## src/design/ptem_pkg.sv

```systemverilog
// Shared types, constants and the glyph slot mapping for the text extent measure.
// No dependencies.
package ptem_pkg;

   localparam int GLYPH_SLOTS_DEF = 71;
   localparam int COUNT_BITS_DEF  = 16;
   localparam int OUT_BITS        = 16;
   localparam int SLOT_BITS       = 7;
   localparam int MARK_COUNT      = 9;

   localparam logic [SLOT_BITS-1:0] DIGIT_SLOT_BASE = 7'd0;
   localparam logic [SLOT_BITS-1:0] LOWER_SLOT_BASE = 7'd10;
   localparam logic [SLOT_BITS-1:0] UPPER_SLOT_BASE = 7'd36;
   localparam logic [SLOT_BITS-1:0] MARK_SLOT_BASE  = 7'd62;
   localparam logic [SLOT_BITS-1:0] FALLBACK_SLOT   = 7'd70;

   localparam logic [7:0] NEWLINE_CODE         = 8'd10;
   localparam logic [7:0] DEFAULT_WIDTH        = 8'd8;
   localparam logic [7:0] DEFAULT_GLYPH_HEIGHT = 8'd8;

   // ( ) + - , : . ! space
   localparam logic [7:0] MARK_CODES [MARK_COUNT] = '{
      8'h28, 8'h29, 8'h2B, 8'h2D, 8'h2C, 8'h3A, 8'h2E, 8'h21, 8'h20
   };

   typedef enum logic [1:0] {
      OP_WIDTH_WR = 2'd0,
      OP_BASE_WR  = 2'd1,
      OP_CHAR     = 2'd2,
      OP_END      = 2'd3
   } op_type;

   typedef struct packed {
      op_type             op;
      logic               newline;
      logic [7:0]         width;
      logic signed [7:0]  baseline;
   } stage_type;

   function automatic logic [SLOT_BITS-1:0] glyph_slot_of(input logic [7:0] code);
      logic [SLOT_BITS-1:0] slot;
      slot = FALLBACK_SLOT;
      for (int i = 0; i < MARK_COUNT; i++) begin
         if (code == MARK_CODES[i]) begin
            slot = MARK_SLOT_BASE + SLOT_BITS'(i);
         end
      end
      if (code >= 8'h30 && code <= 8'h39) begin
         slot = DIGIT_SLOT_BASE + SLOT_BITS'(code - 8'h30);
      end else if (code >= 8'h61 && code <= 8'h7A) begin
         slot = LOWER_SLOT_BASE + SLOT_BITS'(code - 8'h61);
      end else if (code >= 8'h41 && code <= 8'h5A) begin
         slot = UPPER_SLOT_BASE + SLOT_BITS'(code - 8'h41);
      end
      return slot;
   endfunction

endpackage

```

## src/design/ptem_glyph_tables.sv

```systemverilog
// Width and baseline tables: synchronous memories with per-entry valid bits.
// Depends on ptem_pkg.
module ptem_glyph_tables import ptem_pkg::*; #(
   parameter int GLYPH_SLOTS = GLYPH_SLOTS_DEF
) (
   input  logic              clock,
   input  logic              reset,
   input  logic              enable,
   input  logic [1:0]        op,
   input  logic [7:0]        char_code,
   input  logic signed [8:0] entry_value,
   output stage_type         stage,
   output logic signed [7:0] space_baseline
);

   localparam int SlotW = $clog2(GLYPH_SLOTS);

   logic [7:0] width_mem [GLYPH_SLOTS];
   logic [7:0] base_mem  [GLYPH_SLOTS];

   logic [GLYPH_SLOTS-1:0] width_vld_ff, width_vld_in;
   logic [GLYPH_SLOTS-1:0] base_vld_ff, base_vld_in;
   logic signed [7:0]      space_base_ff, space_base_in;

   logic [7:0]        width_rd_ff;
   logic [7:0]        base_rd_ff;
   logic              width_hit_ff;
   logic              base_hit_ff;
   op_type            op_ff;
   logic              newline_ff;

   op_type            op_cur;
   logic [SlotW-1:0]  slot;
   logic [7:0]        width_wr;
   logic [7:0]        base_wr;
   logic              width_we;
   logic              base_we;

   always_comb begin
      op_cur   = op_type'(op);
      slot     = SlotW'(glyph_slot_of(char_code));
      width_we = enable && (op_cur == OP_WIDTH_WR);
      base_we  = enable && (op_cur == OP_BASE_WR);
      width_wr = entry_value[8] ? 8'd0 : entry_value[7:0];
      if (entry_value > 9'sd127) begin
         base_wr = 8'h7F;
      end else if (entry_value < -9'sd128) begin
         base_wr = 8'h80;
      end else begin
         base_wr = entry_value[7:0];
      end
   end

   always_comb begin
      width_vld_in  = width_vld_ff;
      base_vld_in   = base_vld_ff;
      space_base_in = space_base_ff;
      if (width_we) begin
         width_vld_in[slot] = 1'b1;
      end
      if (base_we) begin
         base_vld_in[slot] = 1'b1;
         if (slot == SlotW'(FALLBACK_SLOT)) begin
            space_base_in = base_wr;
         end
      end
   end

   always_ff @(posedge clock) begin
      if (reset) begin
         width_vld_ff  <= '0;
         base_vld_ff   <= '0;
         space_base_ff <= '0;
      end else begin
         width_vld_ff  <= width_vld_in;
         base_vld_ff   <= base_vld_in;
         space_base_ff <= space_base_in;
      end
   end

   always_ff @(posedge clock) begin
      if (width_we) begin
         width_mem[slot] <= width_wr;
      end
      if (base_we) begin
         base_mem[slot] <= base_wr;
      end
   end

   // registered read, taken with the item
   always_ff @(posedge clock) begin
      if (enable) begin
         width_rd_ff  <= width_mem[slot];
         base_rd_ff   <= base_mem[slot];
         width_hit_ff <= width_vld_ff[slot];
         base_hit_ff  <= base_vld_ff[slot];
         op_ff        <= op_cur;
         newline_ff   <= (char_code == NEWLINE_CODE);
      end
   end

   always_comb begin
      stage.op       = op_ff;
      stage.newline  = newline_ff;
      stage.width    = width_hit_ff ? width_rd_ff : DEFAULT_WIDTH;
      stage.baseline = base_hit_ff ? base_rd_ff : 8'sd0;
      space_baseline = space_base_ff;
   end

endmodule

```

## src/design/ptem_line_accum.sv

```systemverilog
// Per-string line accumulators; produces the registered end-of-string record.
// Depends on ptem_pkg.
module ptem_line_accum import ptem_pkg::*; #(
   parameter int COUNT_BITS = COUNT_BITS_DEF
) (
   input  logic                  clock,
   input  logic                  reset,
   input  logic                  advance,
   input  logic                  stage_vld,
   input  stage_type             stage,
   input  logic signed [7:0]     space_baseline,
   output logic                  fin_vld,
   output logic [COUNT_BITS-1:0] fin_lines,
   output logic [COUNT_BITS-1:0] fin_longest,
   output logic [COUNT_BITS-1:0] fin_widest,
   output logic signed [9:0]     fin_diff
);

   logic [COUNT_BITS-1:0] line_chars_ff, line_chars_in;
   logic [COUNT_BITS-1:0] longest_ff, longest_in;
   logic [COUNT_BITS-1:0] line_pix_ff, line_pix_in;
   logic [COUNT_BITS-1:0] widest_ff, widest_in;
   logic [COUNT_BITS-1:0] nl_count_ff, nl_count_in;
   logic                  any_seen_ff, any_seen_in;
   logic signed [7:0]     line_min_ff, line_min_in;
   logic signed [7:0]     line_max_ff, line_max_in;
   logic                  started_ff, started_in;
   logic signed [7:0]     top_ff, top_in;
   logic                  closed_ff, closed_in;

   logic                  fin_vld_ff, fin_vld_in;
   logic [COUNT_BITS-1:0] fin_lines_ff, fin_lines_in;
   logic [COUNT_BITS-1:0] fin_longest_ff, fin_longest_in;
   logic [COUNT_BITS-1:0] fin_widest_ff, fin_widest_in;
   logic signed [9:0]     fin_diff_ff, fin_diff_in;

   // line close values
   logic signed [7:0]     eff_min;
   logic signed [7:0]     eff_max;
   logic [COUNT_BITS-1:0] cl_longest;
   logic [COUNT_BITS-1:0] cl_widest;
   logic signed [7:0]     cl_top;
   logic                  work;

   function automatic logic [COUNT_BITS-1:0] sat_add(input logic [COUNT_BITS-1:0] a,
                                                     input logic [7:0] b);
      logic [COUNT_BITS:0] s;
      s = {1'b0, a} + (COUNT_BITS+1)'(b);
      return s[COUNT_BITS] ? '1 : s[COUNT_BITS-1:0];
   endfunction

   always_comb begin
      eff_min    = started_ff ? line_min_ff : space_baseline;
      eff_max    = started_ff ? line_max_ff : space_baseline;
      cl_longest = (line_chars_ff > longest_ff) ? line_chars_ff : longest_ff;
      cl_widest  = (line_pix_ff > widest_ff) ? line_pix_ff : widest_ff;
      cl_top     = closed_ff ? top_ff : eff_max;
      work       = advance && stage_vld;
   end

   always_comb begin
      line_chars_in  = line_chars_ff;
      longest_in     = longest_ff;
      line_pix_in    = line_pix_ff;
      widest_in      = widest_ff;
      nl_count_in    = nl_count_ff;
      any_seen_in    = any_seen_ff;
      line_min_in    = line_min_ff;
      line_max_in    = line_max_ff;
      started_in     = started_ff;
      top_in         = top_ff;
      closed_in      = closed_ff;
      fin_vld_in     = advance ? 1'b0 : fin_vld_ff;
      fin_lines_in   = fin_lines_ff;
      fin_longest_in = fin_longest_ff;
      fin_widest_in  = fin_widest_ff;
      fin_diff_in    = fin_diff_ff;
      if (work) begin
         case (stage.op)
            OP_CHAR: begin
               any_seen_in = 1'b1;
               if (stage.newline) begin
                  longest_in    = cl_longest;
                  widest_in     = cl_widest;
                  top_in        = cl_top;
                  closed_in     = 1'b1;
                  nl_count_in   = sat_add(nl_count_ff, 8'd1);
                  line_chars_in = '0;
                  line_pix_in   = '0;
                  started_in    = 1'b0;
                  line_min_in   = '0;
                  line_max_in   = '0;
               end else begin
                  line_chars_in = sat_add(line_chars_ff, 8'd1);
                  line_pix_in   = sat_add(line_pix_ff, stage.width);
                  started_in    = 1'b1;
                  if (!started_ff) begin
                     line_min_in = stage.baseline;
                     line_max_in = stage.baseline;
                  end else begin
                     if (stage.baseline > line_max_ff) begin
                        line_max_in = stage.baseline;
                     end
                     if (stage.baseline < line_min_ff) begin
                        line_min_in = stage.baseline;
                     end
                  end
               end
            end
            OP_END: begin
               fin_vld_in = 1'b1;
               if (any_seen_ff) begin
                  fin_lines_in   = sat_add(nl_count_ff, 8'd1);
                  fin_longest_in = cl_longest;
                  fin_widest_in  = cl_widest;
                  fin_diff_in    = 10'(cl_top) - 10'(eff_min);
               end else begin
                  fin_lines_in   = '0;
                  fin_longest_in = '0;
                  fin_widest_in  = '0;
                  fin_diff_in    = '0;
               end
               line_chars_in = '0;
               longest_in    = '0;
               line_pix_in   = '0;
               widest_in     = '0;
               nl_count_in   = '0;
               any_seen_in   = 1'b0;
               line_min_in   = '0;
               line_max_in   = '0;
               started_in    = 1'b0;
               top_in        = '0;
               closed_in     = 1'b0;
            end
            default: begin
            end
         endcase
      end
   end

   always_ff @(posedge clock) begin
      if (reset) begin
         line_chars_ff <= '0;
         longest_ff    <= '0;
         line_pix_ff   <= '0;
         widest_ff     <= '0;
         nl_count_ff   <= '0;
         any_seen_ff   <= 1'b0;
         line_min_ff   <= '0;
         line_max_ff   <= '0;
         started_ff    <= 1'b0;
         top_ff        <= '0;
         closed_ff     <= 1'b0;
         fin_vld_ff    <= 1'b0;
      end else begin
         line_chars_ff <= line_chars_in;
         longest_ff    <= longest_in;
         line_pix_ff   <= line_pix_in;
         widest_ff     <= widest_in;
         nl_count_ff   <= nl_count_in;
         any_seen_ff   <= any_seen_in;
         line_min_ff   <= line_min_in;
         line_max_ff   <= line_max_in;
         started_ff    <= started_in;
         top_ff        <= top_in;
         closed_ff     <= closed_in;
         fin_vld_ff    <= fin_vld_in;
      end
   end

   always_ff @(posedge clock) begin
      fin_lines_ff   <= fin_lines_in;
      fin_longest_ff <= fin_longest_in;
      fin_widest_ff  <= fin_widest_in;
      fin_diff_ff    <= fin_diff_in;
   end

   assign fin_vld     = fin_vld_ff;
   assign fin_lines   = fin_lines_ff;
   assign fin_longest = fin_longest_ff;
   assign fin_widest  = fin_widest_ff;
   assign fin_diff    = fin_diff_ff;

endmodule

```

## src/design/ptem_extent_out.sv

```systemverilog
// Result stage: pixel height product, clamping, saturation and the output register.
// Depends on ptem_pkg.
module ptem_extent_out import ptem_pkg::*; #(
   parameter int COUNT_BITS = COUNT_BITS_DEF
) (
   input  logic                  clock,
   input  logic                  reset,
   input  logic                  advance,
   input  logic [7:0]            glyph_height,
   input  logic                  fin_vld,
   input  logic [COUNT_BITS-1:0] fin_lines,
   input  logic [COUNT_BITS-1:0] fin_longest,
   input  logic [COUNT_BITS-1:0] fin_widest,
   input  logic signed [9:0]     fin_diff,
   output logic                  rsp_valid,
   output logic [OUT_BITS-1:0]   width_in_chars,
   output logic [OUT_BITS-1:0]   height_in_chars,
   output logic [OUT_BITS-1:0]   width_in_pixels,
   output logic [OUT_BITS-1:0]   height_in_pixels
);

   localparam int HW      = COUNT_BITS + 10;
   localparam int XW      = COUNT_BITS + OUT_BITS;
   localparam int LimBits = (COUNT_BITS < OUT_BITS) ? COUNT_BITS : OUT_BITS;
   localparam logic [OUT_BITS-1:0] OutLim = OUT_BITS'({LimBits{1'b1}});

   logic                rsp_valid_ff, rsp_valid_in;
   logic [OUT_BITS-1:0] wchars_ff, wchars_in;
   logic [OUT_BITS-1:0] hchars_ff, hchars_in;
   logic [OUT_BITS-1:0] wpix_ff, wpix_in;
   logic [OUT_BITS-1:0] hpix_ff, hpix_in;

   logic [COUNT_BITS+7:0] prod;
   logic signed [HW-1:0]  hsum;

   function automatic logic [OUT_BITS-1:0] out_sat(input logic [COUNT_BITS-1:0] v);
      logic [XW-1:0] x;
      x = XW'(v);
      return (x > XW'(OutLim)) ? OutLim : x[OUT_BITS-1:0];
   endfunction

   always_comb begin
      prod = (COUNT_BITS+8)'(fin_lines) * (COUNT_BITS+8)'(glyph_height);
      hsum = $signed({2'b00, prod}) + HW'(fin_diff);
      rsp_valid_in = advance ? fin_vld : rsp_valid_ff;
      wchars_in = out_sat(fin_longest);
      hchars_in = out_sat(fin_lines);
      wpix_in   = out_sat(fin_widest);
      if (hsum[HW-1]) begin
         hpix_in = '0;
      end else if ($unsigned(hsum) > HW'(OutLim)) begin
         hpix_in = OutLim;
      end else begin
         hpix_in = hsum[OUT_BITS-1:0];
      end
   end

   always_ff @(posedge clock) begin
      if (reset) begin
         rsp_valid_ff <= 1'b0;
      end else begin
         rsp_valid_ff <= rsp_valid_in;
      end
   end

   always_ff @(posedge clock) begin
      if (advance) begin
         wchars_ff <= wchars_in;
         hchars_ff <= hchars_in;
         wpix_ff   <= wpix_in;
         hpix_ff   <= hpix_in;
      end
   end

   assign rsp_valid        = rsp_valid_ff;
   assign width_in_chars   = wchars_ff;
   assign height_in_chars  = hchars_ff;
   assign width_in_pixels  = wpix_ff;
   assign height_in_pixels = hpix_ff;

endmodule

```

## src/design/proportional_text_extent_measure.sv

```systemverilog
// Top level of the proportional text extent measure.
// Depends on ptem_pkg, ptem_glyph_tables, ptem_line_accum, ptem_extent_out.
//
//   port group  direction  transfer condition
//   req_*       in         req_valid && req_ready
//   rsp_*       out        rsp_valid && rsp_ready
//   csr_*       in         csr_write_enable
//
// One item per cycle unless a result is stalled. Three stages: table read,
// line accumulate, height and saturation, each ending in a register.
// Table writes land at transfer, so the next item sees them without forwarding.
// A stalled result holds the whole pipe; req_ready = !rsp_valid || rsp_ready.
// Synchronous reset; tables read as defaults after reset, no clearing pass.
module proportional_text_extent_measure import ptem_pkg::*; #(
   parameter int GLYPH_SLOTS = GLYPH_SLOTS_DEF,
   parameter int COUNT_BITS  = COUNT_BITS_DEF
) (
   input  logic                clock,
   input  logic                reset,
   input  logic                req_valid,
   output logic                req_ready,
   input  logic [1:0]          req_op,
   input  logic [7:0]          req_char_code,
   input  logic signed [8:0]   req_entry_value,
   output logic                rsp_valid,
   input  logic                rsp_ready,
   output logic [OUT_BITS-1:0] rsp_width_in_chars,
   output logic [OUT_BITS-1:0] rsp_height_in_chars,
   output logic [OUT_BITS-1:0] rsp_width_in_pixels,
   output logic [OUT_BITS-1:0] rsp_height_in_pixels,
   input  logic                csr_write_enable,
   input  logic [7:0]          csr_write_data
);

   logic [7:0] glyph_height_ff, glyph_height_in;
   logic       stage_vld_ff, stage_vld_in;

   logic                  advance;
   logic                  req_xfer;
   stage_type             stage;
   logic signed [7:0]     space_baseline;
   logic                  fin_vld;
   logic [COUNT_BITS-1:0] fin_lines;
   logic [COUNT_BITS-1:0] fin_longest;
   logic [COUNT_BITS-1:0] fin_widest;
   logic signed [9:0]     fin_diff;

   always_comb begin
      advance         = !rsp_valid || rsp_ready;
      req_ready       = advance;
      req_xfer        = req_valid && advance;
      stage_vld_in    = advance ? req_xfer : stage_vld_ff;
      glyph_height_in = csr_write_enable ? csr_write_data : glyph_height_ff;
   end

   always_ff @(posedge clock) begin
      if (reset) begin
         glyph_height_ff <= DEFAULT_GLYPH_HEIGHT;
         stage_vld_ff    <= 1'b0;
      end else begin
         glyph_height_ff <= glyph_height_in;
         stage_vld_ff    <= stage_vld_in;
      end
   end

   ptem_glyph_tables #(
      .GLYPH_SLOTS(GLYPH_SLOTS)
   ) u_tables (
      .clock          (clock),
      .reset          (reset),
      .enable         (req_xfer),
      .op             (req_op),
      .char_code      (req_char_code),
      .entry_value    (req_entry_value),
      .stage          (stage),
      .space_baseline (space_baseline)
   );

   ptem_line_accum #(
      .COUNT_BITS(COUNT_BITS)
   ) u_accum (
      .clock          (clock),
      .reset          (reset),
      .advance        (advance),
      .stage_vld      (stage_vld_ff),
      .stage          (stage),
      .space_baseline (space_baseline),
      .fin_vld        (fin_vld),
      .fin_lines      (fin_lines),
      .fin_longest    (fin_longest),
      .fin_widest     (fin_widest),
      .fin_diff       (fin_diff)
   );

   ptem_extent_out #(
      .COUNT_BITS(COUNT_BITS)
   ) u_out (
      .clock            (clock),
      .reset            (reset),
      .advance          (advance),
      .glyph_height     (glyph_height_ff),
      .fin_vld          (fin_vld),
      .fin_lines        (fin_lines),
      .fin_longest      (fin_longest),
      .fin_widest       (fin_widest),
      .fin_diff         (fin_diff),
      .rsp_valid        (rsp_valid),
      .width_in_chars   (rsp_width_in_chars),
      .height_in_chars  (rsp_height_in_chars),
      .width_in_pixels  (rsp_width_in_pixels),
      .height_in_pixels (rsp_height_in_pixels)
   );

endmodule

```

## config.mk

```make
export PLATFORM = sky130hd
export DESIGN_NAME = proportional_text_extent_measure
export DESIGN_NICKNAME = d
export VERILOG_FILES = /design/src/design/ptem_pkg.sv /design/src/design/ptem_glyph_tables.sv /design/src/design/ptem_line_accum.sv /design/src/design/ptem_extent_out.sv /design/src/design/proportional_text_extent_measure.sv
export SDC_FILE = /design/constraint.sdc
export NUM_CORES = 2
export LEC_CHECK = 0
export BUFFER_PORTS_ARGS = -buffer_cell sky130_fd_sc_hd__buf_2
export CORE_ASPECT_RATIO = 0.8
export CORE_MARGIN = 2
export CORE_UTILIZATION = 54
export CTS_BUF_LIST = sky130_fd_sc_hd__clkbuf_16
export CTS_CLUSTER_DIAMETER = 100
export DETAILED_ROUTE_END_ITERATION = 12
export HOLD_SLACK_MARGIN = 0.05
export PLACE_DENSITY = 0.67
export SLEW_MARGIN = 20
export SYNTH_ARGS = -nofsm -noshare
export SYNTH_HDL_FRONTEND = slang
export SYNTH_SLANG_ARGS = --single-unit
```

## constraint.sdc

```tcl
create_clock -name clock -period 9 [get_ports clock]
set_input_delay 1.8 -clock clock [delete_from_list [all_inputs] [get_ports clock]]
set_output_delay 1.8 -clock clock [all_outputs]
set_load 0.005 [all_outputs]
```

======== Word level (Yosys, flattened, before mapping) ========
Memory sizes are Yosys's and may differ from the RTL's. A register that Yosys moved wholly into a read port is not among the register bits.
Cells that the tools add are included.
W data, S select, Z words.
word-level totals
  register bits ........................... 394
  output and inout port bits .............. 66
  word-level logic and storage cells ...... 159
  input bits .............................. 32
  memories kept ........................... 2
  RAM bits ................................ 1136
operators by class
  $lt $le $gt $ge ......................... 15
  eq/ne operators ......................... 17
  bitwise gates (word level) .............. 2
  reductions and logical operators ........ 18
  muxes and demuxes ....................... 64
  add/subtract/negate cells ............... 10
  $mul .................................... 1
memories
  memory              depth  bits a word  rd ports  clocked after Yosys merged registers in  write ports  line                     text
  u_tables.base_mem   71     8            1         1                                        1            ptem_glyph_tables.sv:19  logic [7:0] base_mem [GLYPH_SLOTS];
  u_tables.width_mem  71     8            1         1                                        1            ptem_glyph_tables.sv:18  logic [7:0] width_mem [GLYPH_SLOTS];
operators by type and width
  cell                     number
  $mux W16                 11
  $pmux W16 S2             5
  $or A71 B71 Y71          2
  $mux W8                  15
  $mux W7                  12
  $eq A8 B6 Y1 const B     9
  $pmux W8 S2              3
  $add A16 B1 Y17 const B  2
  $gt A16 B16 Y1           2
  $add A25 B9 Y26          1
  $gt A26 B16 Y1 const B   1
  $mul A16 B8 Y24          1
  $add A16 B8 Y17          1
  $ge A8 B7 Y1 const B     2
  $le A8 B7 Y1 const B     2
  $bmux W1 S7              2
  $sub A7 B7 Y7 const B    2
  $mux W1                  12
  $gt A9 B8 Y1 const B     1
  $lt A9 B8 Y1 const B     1
  $reduce_and A3 Y1        3
  $sub A8 B8 Y9            1
  $eq A8 B4 Y1 const B     1
  $ge A8 B6 Y1 const B     1
  21 further kinds         34

======== Depth between registers and ports, before layout ========
  depth in word-level cells ............... 18
  depth in mapped cells ................... 32
  depth with buffers taken out ............ 31

======== Hierarchy ========
Synthesis repeated with hierarchy kept, for this count alone.
unflattened totals
  cells, all modules ...................... 5526
  area, all modules ....................... 68598.3 sq um
modules (own cells, without submodules)
  module                            instances  area an instance (sq um)  cells each  sequential area each (sq um)
  ptem_glyph_tables                 1          51102.8                   3640        37746.2
  ptem_line_accum                   1          9566.7                    1075        3873.7
  ptem_extent_out                   1          7584.8                    779         1941.9
  proportional_text_extent_measure  1          344.1                     32          180.2

======== Least setup slack after synthesis ========
OpenSTA, ideal clock, no wires.
  kind .................................... flip-flop to flip-flop
  start ................................... register glyph_height_ff[6]
  end ..................................... register u_out.hpix_ff[10] (netlist: u_out.height_in_pixels[10]) (data pin)
  buffers on the path ..................... 2
  data arrival time ....................... 6.654 ns
  setup time .............................. 0.276 ns
  stages on the path, launching flop included .. 26
  slack ................................... 2.070 ns
  cells stage by stage .................... dfxtp_1 clkbuf_1 and2_1 fa_1 fa_1 fa_1 inv_1 fa_1 inv_1 ha_1 or3_1 o21ai_0 xnor2_1 ha_1 and3_1 nor2b_1 or4b_2 a31oi_1 o31ai_1 a31oi_1 xnor2_1 nor4_1 o21ai_0 a31oi_1 buf_2 a21oi_1
between the ends
  cells in the longest elaborated chain, start to end .. 4
ends and longest elaborated chain
  what                      line                                    text
  start: declaration        proportional_text_extent_measure.sv:35  logic [7:0] glyph_height_ff, glyph_height_in;
  start signal: assignment  proportional_text_extent_measure.sv:61  glyph_height_ff <= glyph_height_in;
  $mul A16 B8 Y24 *         ptem_extent_out.sv:43                   prod = (COUNT_BITS+8)'(fin_lines) * (COUNT_BITS+8)'(glyph_height);
  $add A25 B9 Y26 *         ptem_extent_out.sv:44                   hsum = $signed({2'b00, prod}) + HW'(fin_diff);
  $gt A26 B16 Y1            ptem_extent_out.sv:51                   end else if ($unsigned(hsum) > HW'(OutLim)) begin
  $mux W16                  ptem_extent_out.sv:51
  end signal: assignment    ptem_extent_out.sv:71                   hpix_ff <= hpix_in;
  end: declaration          ptem_extent_out.sv:31                   logic [OUT_BITS-1:0] hpix_ff, hpix_in;
Mark *: on every way between the ends. The rest lies on a longest branch, timed or not.
A chain may end at the register's enable or synchronous reset.

======== Final worst setup path ========
  start ................................... register glyph_height_ff[3]
  end ..................................... register u_out.hpix_ff[0] (netlist: u_out.height_in_pixels[0]) (data pin)
The elaborated chain is that of the path after synthesis.

==> flow_summary.json <==
{
  "status": "finished clean",
  "rsz0062_at_grt": "false",
  "synth_edf_count": 1278,
  "finClkSkew_ns": 0.02498,
  "routabilityCongestion": 0.9578,
  "path_buf_inv": 5,
  "max_freq_mhz": 131.7,
  "synthDominantCellAreaShare_pct": 56.84,
  "post_route_cells_drive_above_1_share_pct": 9.281,
  "p_sw_share_pct": 28.91,
  "multi_input_area_sq_um": 22020,
  "cpMostUsedCell": "inv_1",
  "n_fill_cell": 9713,
  "synth-main-ff-cell": "edfxtp_1",
  "synthCells": 5406,
  "regArea_sq_um": 43740,
  "drt-met1-wl_um": 79060,
  "maxSlewViolCount": 0,
  "ys_warn_count": 0,
  "synth_top_cells_by_area": "edfxtp_1, dfxtp_1, nand2_1, nor2_1, a21oi_1",
  "critPathTopFamily": "adder cells",
  "critical_path_peak_fanout": 17,
  "cts_max_path_buffers": 3,
  "clk_latency_ns": 0.79,
  "critPathRequiredTime_ns": 9.52,
  "r2r_cells": 29,
  "pre_cts_slack_ns": 1.243,
  "power_switching_mw": 5.139,
  "cp-end-kind": "register",
  "start_util_pct": 54.22,
  "ys_seq_area_share_pct": 64.79,
  "antenna_found_initial": 4,
  "finalNetCount": 5741,
  "synth_nets": 5672,
  "syn2layout_area_growth_pct": 10.66,
  "core.rowCount": 116,
  "htree_num_levels": 4,
  "path_depth": 29,
  "intPower_mw": 12.64,
  "coreArea_sq_um": 124500,
  "dr_wl_met2_um": 84370,
  "clkPwrFrac_pct": 34.2,
  "drc": 0,
  "port_buffers": 97,
  "tns_ns": 0,
  "post_synth.cell_area_avg_sq_um": 12.49,
  "finalCritPeriodShare_pct": 84.37,
  "cts_resized": 0,
  "drtPass1Iterations": 6,
  "grt_pass1_wl_um": 286700,
  "critical_path_class": "register to register",
  "ir_worst_vdd_uv": 293.6,
  "worstMarginPinSlew_ns": 1.173,
  "grt_pass1_vias": 43897,
  "slew_headroom_pct": 21.63,
  "finalWorstSetupSlack_ns": 1.407,
  "synth_common_cells": "edfxtp_1, nand2_1, nor2_1",
  "die_y_um": 320.3,
  "clockRootBuffer": "clkbuf_16",
  "num_vias": 46117,
  "synth_cell_type_count": 101,
  "die_w_um": 399.3,
  "finalHoldViolations": 0,
  "async_flop_share_pct": 0,
  "finalSetupViolCount": 0,
  "wl_per_cell_um": 26.69,
  "yosysMostFrequentCell": "edfxtp_1",
  "power_density_nw_per_um2": 238.0,
  "comb_power_share_pct": 21.3,
  "drt-initial-drc-count": 6239,
  "netlist_area_sq_um": 67520,
  "cts_sinks": 1546,
  "max_stage_delay_ns": 0.70,
  "drt-total-wl_um": 193700,
  "start_kind": "register",
  "period_needed_ns": 7.593,
  "grt.overflow.total": 0,
  "ys_ff_latch": 1546,
  "fp.dieArea_sq_um": 127900,
  "cts_made_buffers": 150,
  "via_per_inst": 6.356,
  "cp_slowest_cell": "dfxtp_1",
  "max_cap_viol_count": 0,
  "track_usage_pct": 30.15,
  "hold_class": "register to register",
  "final_antenna_net_count": 0,
  "hold_depth": 0,
  "highest_layer": "met5",
  "pwr-share-seq_pct": 44.6,
  "routed-wl-met3_um": 23360,
  "post_cts_buffers": 0,
  "hpwl_um": 121500,
  "path_clk_slew_ns": 0.06,
  "holdBufCountCts": 0,
  "cts_tree": "done",
  "pin_count": 98,
  "leakagePower_nw": 25.24,
  "yosysTopAreaCell": "edfxtp_1",
  "crit_arrival_ns": 8.11,
  "grt_max_degree": 113
}
-- path summary, 6_finish.rpt --
path,startpoint,endpoint,slack [ns]
max,glyph_height_ff[3],u_out.height_in_pixels[0],1.41
min,u_accum.fin_widest[9],u_out.width_in_pixels[9],0.42
min reg2reg,u_accum.fin_widest[9],u_out.width_in_pixels[9],0.42
max reg2reg,glyph_height_ff[3],u_out.height_in_pixels[0],1.41
-- routing by layer --
layer | GRT usage [%] | up-vias
li1 | - | 20189
met1 | 43.45 | 22849
met2 | 44.08 | 2694
met3 | 7.854 | 383
met4 | 11.17 | 2
met5 | 0 | -
-- logic make-up after synthesis --
group / after synthesis / share of synthesized area (%)
fa+ha+maj: 234 / 5.304
flops: 1546 / 64.79
buf+inv: 470 / 2.980
mux: 210 / 3.128
xor+xnor: 55 / 0.7135
simple gates: 1674 / 11.03
compound gates: 1217 / 12.06
-- state kept, by name (all words and copies together) (netlist names), 9 cells and up --
name	flops
u_accum.nl_count_ff	16
u_tables.width_vld_ff	71
u_accum.fin_widest	16
u_accum.fin_longest	16
u_out.height_in_pixels	16
u_accum.line_pix_ff	16
u_out.width_in_chars	16
u_tables.base_mem	568
u_out.width_in_pixels	16
u_tables.base_vld_ff	71
u_accum.line_chars_ff	16
u_accum.fin_lines	16
u_accum.longest_ff	16
u_tables.width_mem	568
u_accum.fin_diff	9
u_out.height_in_chars	16
u_accum.widest_ff	16
-- cells in the final DEF, fill, tap and decap left out, types with 95 or more instances in the layout --
master	synthesis	layout
buf_4	18	106
a21oi_1	419	414
dfxtp_1	268	268
nand2_1	594	591
nor2_1	594	587
and2_1	126	122
edfxtp_1	1278	1278
buf_2	119	95
ha_1	147	147
o21ai_0	143	137
a22oi_1	121	121
clkbuf_16	0	157
mux2i_1	202	202
inv_1	170	211
-- power groups by stage --
| stage | clock, mW | sequential (mW) | combinational (mW) |
|---|---|---|---|
| finish | 6.07 | 7.92 | 3.78 |
| global route | 6.40 | 7.93 | 4.14 |
| CTS | 6.12 | 7.92 | 3.71 |
| detailed placement | 0 | 8.07 | 3.69 |
| global placement | 0 | 8.07 | 3.66 |
| floorplan | 0 | 8.06 | 2.66 |
-- through the flow --
stage | cell area, sq um | utilization [%] | instances | total power [mW] | hold WS (ns)
detailed placement | 70010 | 56.22 | 6975 | 11.76 | 0.4045
finish | 74710 | 59.99 | 7256 | 17.78 | 0.4150
global placement | 70010 | 56.22 | 6975 | 11.73 | 0.4018
CTS | 74700 | 59.98 | 7255 | 17.75 | 0.4108
global route | 74710 | 59.99 | 7255 | 18.46 | 0.4223
floorplan | 67520 | - | 5406 | 10.72 | 0.4003
-- area by class of cell --
class,count,share of cell area [%]
antenna,1,0.003349
clock buffer,157,5.259
clock inverter,123,1.017
inverter,172,0.8658
multi-input combinational,3390,29.47
sequential,1546,58.55
tap,1652,2.767
timing repair buffer,215,2.068
Note: power is estimated with default switching activity, not from simulation.
